===== src/design/pli_pkg.sv =====
`default_nettype none
package pli_pkg;
    localparam int MaxPointsDefault = 64;
    localparam int FifoDepth = 2;

    typedef enum logic [1:0] {
        K_APPEND = 2'd0,
        K_QUERY  = 2'd1,
        K_CLEAR  = 2'd2,
        K_NONE   = 2'd3
    } t_kind;

    typedef enum logic [1:0] {
        ST_INSIDE = 2'd0,
        ST_BELOW  = 2'd1,
        ST_ABOVE  = 2'd2,
        ST_FEW    = 2'd3
    } t_status;

    typedef struct packed {
        t_kind       kind;
        logic [31:0] x;
        logic [31:0] y;
    } t_cmd;

    function automatic logic [31:0] sat32(input logic signed [65:0] v);
        logic [31:0] r;
        if (v > 66'sh0_7FFF_FFFF) begin
            r = 32'h7FFF_FFFF;
        end else if (v < -66'sh0_8000_0000) begin
            r = 32'h8000_0000;
        end else begin
            r = v[31:0];
        end
        return r;
    endfunction
endpackage
`default_nettype wire


===== src/design/pli_front.sv =====
`default_nettype none
module pli_front
    import pli_pkg::*;
(
    input  wire logic        i_clk,
    input  wire logic        i_rst_n,
    input  wire logic        i_start,
    input  wire logic [1:0]  i_kind,
    input  wire logic [31:0] i_x_value,
    input  wire logic [31:0] i_y_value,
    output logic             o_busy,
    output logic             o_valid,
    output t_cmd             o_cmd,
    input  wire logic        i_pop
);
    t_cmd      r_q [FifoDepth];
    logic [1:0] r_cnt;
    logic       r_wp, r_rp;
    logic       push;
    t_cmd       c;

    assign o_busy  = (r_cnt == 2'(FifoDepth));
    assign push    = i_start && !o_busy && (i_kind != K_NONE);
    assign o_valid = (r_cnt != 2'd0);
    assign o_cmd   = r_q[r_rp];

    always_comb begin
        c.kind = t_kind'(i_kind);
        c.x    = i_x_value;
        c.y    = i_y_value;
    end

    always_ff @(posedge i_clk) begin
        if (push) begin
            r_q[r_wp] <= c;
        end
        if (!i_rst_n) begin
            r_cnt <= 2'd0;
            r_wp  <= 1'b0;
            r_rp  <= 1'b0;
        end else begin
            if (push) begin
                r_wp <= ~r_wp;
            end
            if (i_pop) begin
                r_rp <= ~r_rp;
            end
            r_cnt <= r_cnt + 2'(push) - 2'(i_pop);
        end
    end
endmodule
`default_nettype wire


===== config.mk =====
export PLATFORM = sky130hd
export DESIGN_NAME = pli_front
export DESIGN_NICKNAME = d
export VERILOG_FILES = /design/src/design/pli_pkg.sv /design/src/design/pli_front.sv
export SDC_FILE = /design/constraint.sdc
export NUM_CORES = 1
export LEC_CHECK = 0
export ABC_AREA = 0
export BUFFER_PORTS_ARGS = -buffer_cell sky130_fd_sc_hd__buf_2
export CORE_MARGIN = 4
export CORE_UTILIZATION = 56
export CTS_CLUSTER_DIAMETER = 30
export DETAILED_ROUTE_END_ITERATION = 8
export PLACE_DENSITY = 0.93
export SETUP_SLACK_MARGIN = 0.3
export SYNTH_ARGS = -nofsm -noshare
export SYNTH_HDL_FRONTEND = slang
export SYNTH_SLANG_ARGS = --single-unit

===== constraint.sdc =====
create_clock -name i_clk -period 7.5 [get_ports i_clk]
set_input_delay 0.75 -clock i_clk [delete_from_list [all_inputs] [get_ports i_clk]]
set_output_delay 0.75 -clock i_clk [all_outputs]
set_load 0.005 [all_outputs]

# ---- After elaboration in Yosys (flattened, before gate mapping)
# Memory sizes are Yosys's and may differ from the RTL's. A register that Yosys moved wholly into a read port is not among the register bits.
# Cells that the tools add are included.
dict set report classes {
  n_addsub 2
  eq_ne 2
  n_mux 4
  bitwise 2
  n_reduce_logical 4
}
# cell n
set op_table {}
lappend op_table {{$mux W1} 4}
lappend op_table {{$add A2 B1 Y2} 1}
lappend op_table {{$eq A2 B2 Y1 const B} 1}
lappend op_table {{$logic_and A1 B1 Y1} 2}
lappend op_table {{$ne A2 B2 Y1 const B} 1}
lappend op_table {{$not A1 Y1} 2}
lappend op_table {{$reduce_bool A2 Y1} 1}
lappend op_table {{$sub A2 B1 Y2} 1}
lappend op_table {{$logic_not A1 Y1} 1}
dict set report totals {
  reg_bits 4
  ramBits 132
  input_bits 70
  out_inout_bits 68
  elab_cells 18
  mem_count 1
}
# memory depth word_bits rd rd_ports_with_merged_regs wr line_no
set memory_table {}
lappend memory_table {r_q 2 66 1 1 1 pli_front.sv:16} ;# t_cmd r_q [FifoDepth];

# ---- Longest topological paths before layout
dict set report logic_depth {
  ltp_word 6
  ltp_mapped 8
}

# ---- Worst setup path before layout
# No wires, ideal clock.
dict set report synth_path {
  path_type {input-to-reg}
  startpoint {in i_kind[0]}
  endpoint {mem r_q[0][0] (netlist bit), enable pin}
  setup_time_ns 0.490
  arrival_ns 3.708
  t_required_ns 7.010
  slack_ns 3.302
  path_stages 3
  path_cell_list {nand2_1 -> nand3b_4 -> nor2_1}
}
dict set report synth_between {
  elab_chain_cells 4
}
# item line_no
set synth_rtl {}
lappend synth_rtl {{start: declaration} pli_front.sv:8} ;# input wire logic [1:0] i_kind,
lappend synth_rtl {{$ne A2 B2 Y1} pli_front.sv:23} ;# assign push = i_start && !o_busy && (i_kind != K_NONE);
lappend synth_rtl {{$logic_and A1 B1 Y1} pli_front.sv:23}
lappend synth_rtl {{$mux W1} pli_front.sv:34} ;# if (push) begin
lappend synth_rtl {{$mux W1 (not written as such)} pli_front.sv:35} ;# r_q[r_wp] <= c;
lappend synth_rtl {{end: declaration} pli_front.sv:16}
# Every way passes these cells.

==> flow_summary.toml <==
[min_path]
min-delay-start = "i_y_value[13]"
hold_depth = 1
worst_hold_path.endpoint = "r_q[0][13]"
hold_class = "primary input to register"

[placement]
gp_congestion = 0.718
dpl.cell_count = 470
place_ws_ps = 5090
io_buffer_count = 137
post-dp-hpwl_um = 5690
dpl_cell_area_mm2 = 0.00596

[final_layout]
fin_util = 0.730
final_common_cell = "buf_2"
fin_area_mm2 = 0.00646
final_cell_mix = "buf_2 (137), edfxtp_1 (132), mux2_4 (40)"
instances_no_fill = 500
drive_gt1_frac = 0.604
num-nets-final = 453
area_growth_pct = 25.1

[yosys]
ys_seq_area_frac = 0.786
synth_edf_count = 132
synthCells = 230
yosys_warnings = 0
synth_cell_types = 17
synthesis.area_mm2 = 0.00517
synth_flop_cell = "edfxtp_1"
async_flop_share = 0
ys_top_cells_by_area = "edfxtp_1 (77%), mux2_4 (12%), mux2_2 (5.7%)"
ys_ff_latch = 137
syn_nets = 302
synth_top_area_share = 0.767
avgSynthCellArea_um2 = 22.5
synth_area_leader_cell = "edfxtp_1"

[clock_network]
clk_pin_slew_ps = 60
cts_buffers = 17
cts_resized = 0
worstSkewPairLatency_ps = 500
cts_htree_levels = 4
cts.path.max_buffers = 2
clk_root_buffer_cell = "clkbuf_8"
cts.sinks = 137
cts_setup_buffers = 0
cts-hold-fix-buffers = 0
cts_tree = "built"

[floorplanning]
die_area_mm2 = 0.0108
row_count = 34
fp.dieW_um = 104
core-area_mm2 = 0.00885
io_pins = 138
die_height_um = 104
initial_core_util = 0.584

[pwr]
p_int_mw = 1.49
p_leak_nw = 2.54
totalPowerFinal_mw = 1.91
vdd_drop_max_mv = 0.200
combPwrFrac = 0.125
power_frac_clock = 0.369
switching_share = 0.218
power.density_mw_per_mm2 = 296
p_seq_frac = 0.507
switchingPower_uw = 418

[critical_path]
r2r-start = "r_cnt[1]"
ff2ff_path_depth = 4
cp_max_fo = 66
rrSetupSlack_ps = 5600
crit_required_ps = 6750
start_kind = "register"
arrival_ps = 2180
reg2reg_to = "r_q[0][40]"
worstSetupEndpointType = "primary output"
setup.worst_path.class = "register to primary output"

[timing]
rsz0062_at_grt = "false"
fmax_mhz = 341
period_share = 0.391
worstMarginPinSlew_ps = 1110
slew_viol_final = 0
fin_ws_ps = 4570
hold_viol = 0
hold_ws_ps = 439
setup_viol = 0
fin_skew_ps = 6.81
setup_tns_ps = 0
slew_headroom = 0.259
layout_min_cycle_time_ps = 2930

[grt]
antenna_found_initial = 1
track_usage = 0.170
grt_max_degree = 67
grt_pass1_vias = 2818
grt_pass1_wl_um = 14000
grt.overflow.total = 0

[routing]
drt_iter0_markers = 114
post_drt_wl_per_cell_um = 17.6
totalWireLength_um = 8820
vias = 2546
final_antenna_net_count = 0
dr.pass1.iters = 4
vias_per_cell = 5.09
drc = 0

[outcome]
status = "complete, no violations"

[job]
drv_cap = 0
==> cell families (layout without fill, tap and decap cells) <==
family | Yosys count | count (layout) | synth area share
buf+inv | 9 | 170 | 0.0143
fa+ha+maj | 2 | 2 | 0.00484
xor+xnor | 3 | 3 | 0.00508
flops | 137 | 137 | 0.786
simple gates | 12 | 12 | 0.0148
other cells | 0 | 1 | 0
mux | 67 | 67 | 0.175
==> worst max-delay path by stage <==
stage / from / to / slack (ps) / cells after the start
2_1_floorplan: i_kind[0] / r_q[0][0] / 3300 / 3
3_3_place_gp: register / o_cmd[21] / 5110 / 2
4_1_cts: register / o_cmd[21] / 4550 / 2
6_report: register / o_cmd[0] / 4570 / 2
5_1_grt: register / o_cmd[0] / 4490 / 2
3_5_place_dp: register / o_cmd[21] / 5090 / 2
==> per-layer routing <==
layer  GRT usage  share of wire
met5           0              0
met4      0.0693          0.019
met3      0.0658          0.065
met2       0.296           0.53
met1       0.185           0.39
==> power by group through the flow <==
stage	Clock [mW]	Combinational (mW)	Sequential [mW]
3_5_place_dp	0	0.241	0.985
3_3_place_gp	0	0.236	0.979
5_1_grt	0.756	0.260	0.976
4_1_cts	0.719	0.243	0.971
6_report	0.705	0.238	0.969
2_1_floorplan	0	0.155	0.966
==> flip-flops by register name (all words and copies together), names as in the netlist, named ones only <==
register	count
r_q	132
r_cnt	2
r_rp	1
r_wp	1
==> worst max-delay path, cell delays in order, from the launching register on <==
cell and delay [ps]:
dfxtp_4 1010, mux2_2 430, buf_2 130
==> cell usage after synthesis (2+ instances only) <==
| cell | number |
|---|---|
| and2_1 | 4 |
| buf_2 | 2 |
| buf_6 | 5 |
| dfxtp_1 | 5 |
| edfxtp_1 | 132 |
| ha_1 | 2 |
| inv_1 | 2 |
| mux2_2 | 26 |
| mux2_4 | 40 |
| nand2_1 | 3 |
| nor2_1 | 2 |
| xnor2_1 | 2 |
==> cell type report <==
| class | instances | area [µm²] |
|---|---|---|
| antenna | 1 | 2.50 |
| clock buffer | 19 | 422 |
| clock inverter | 10 | 82.6 |
| fill | 544 | 2380 |
| inverter | 2 | 7.51 |
| multi-input combinational | 84 | 1050 |
| sequential | 137 | 4070 |
| tap | 108 | 135 |
| timing repair buffer | 139 | 701 |
Power figures use the tool's default switching activity.
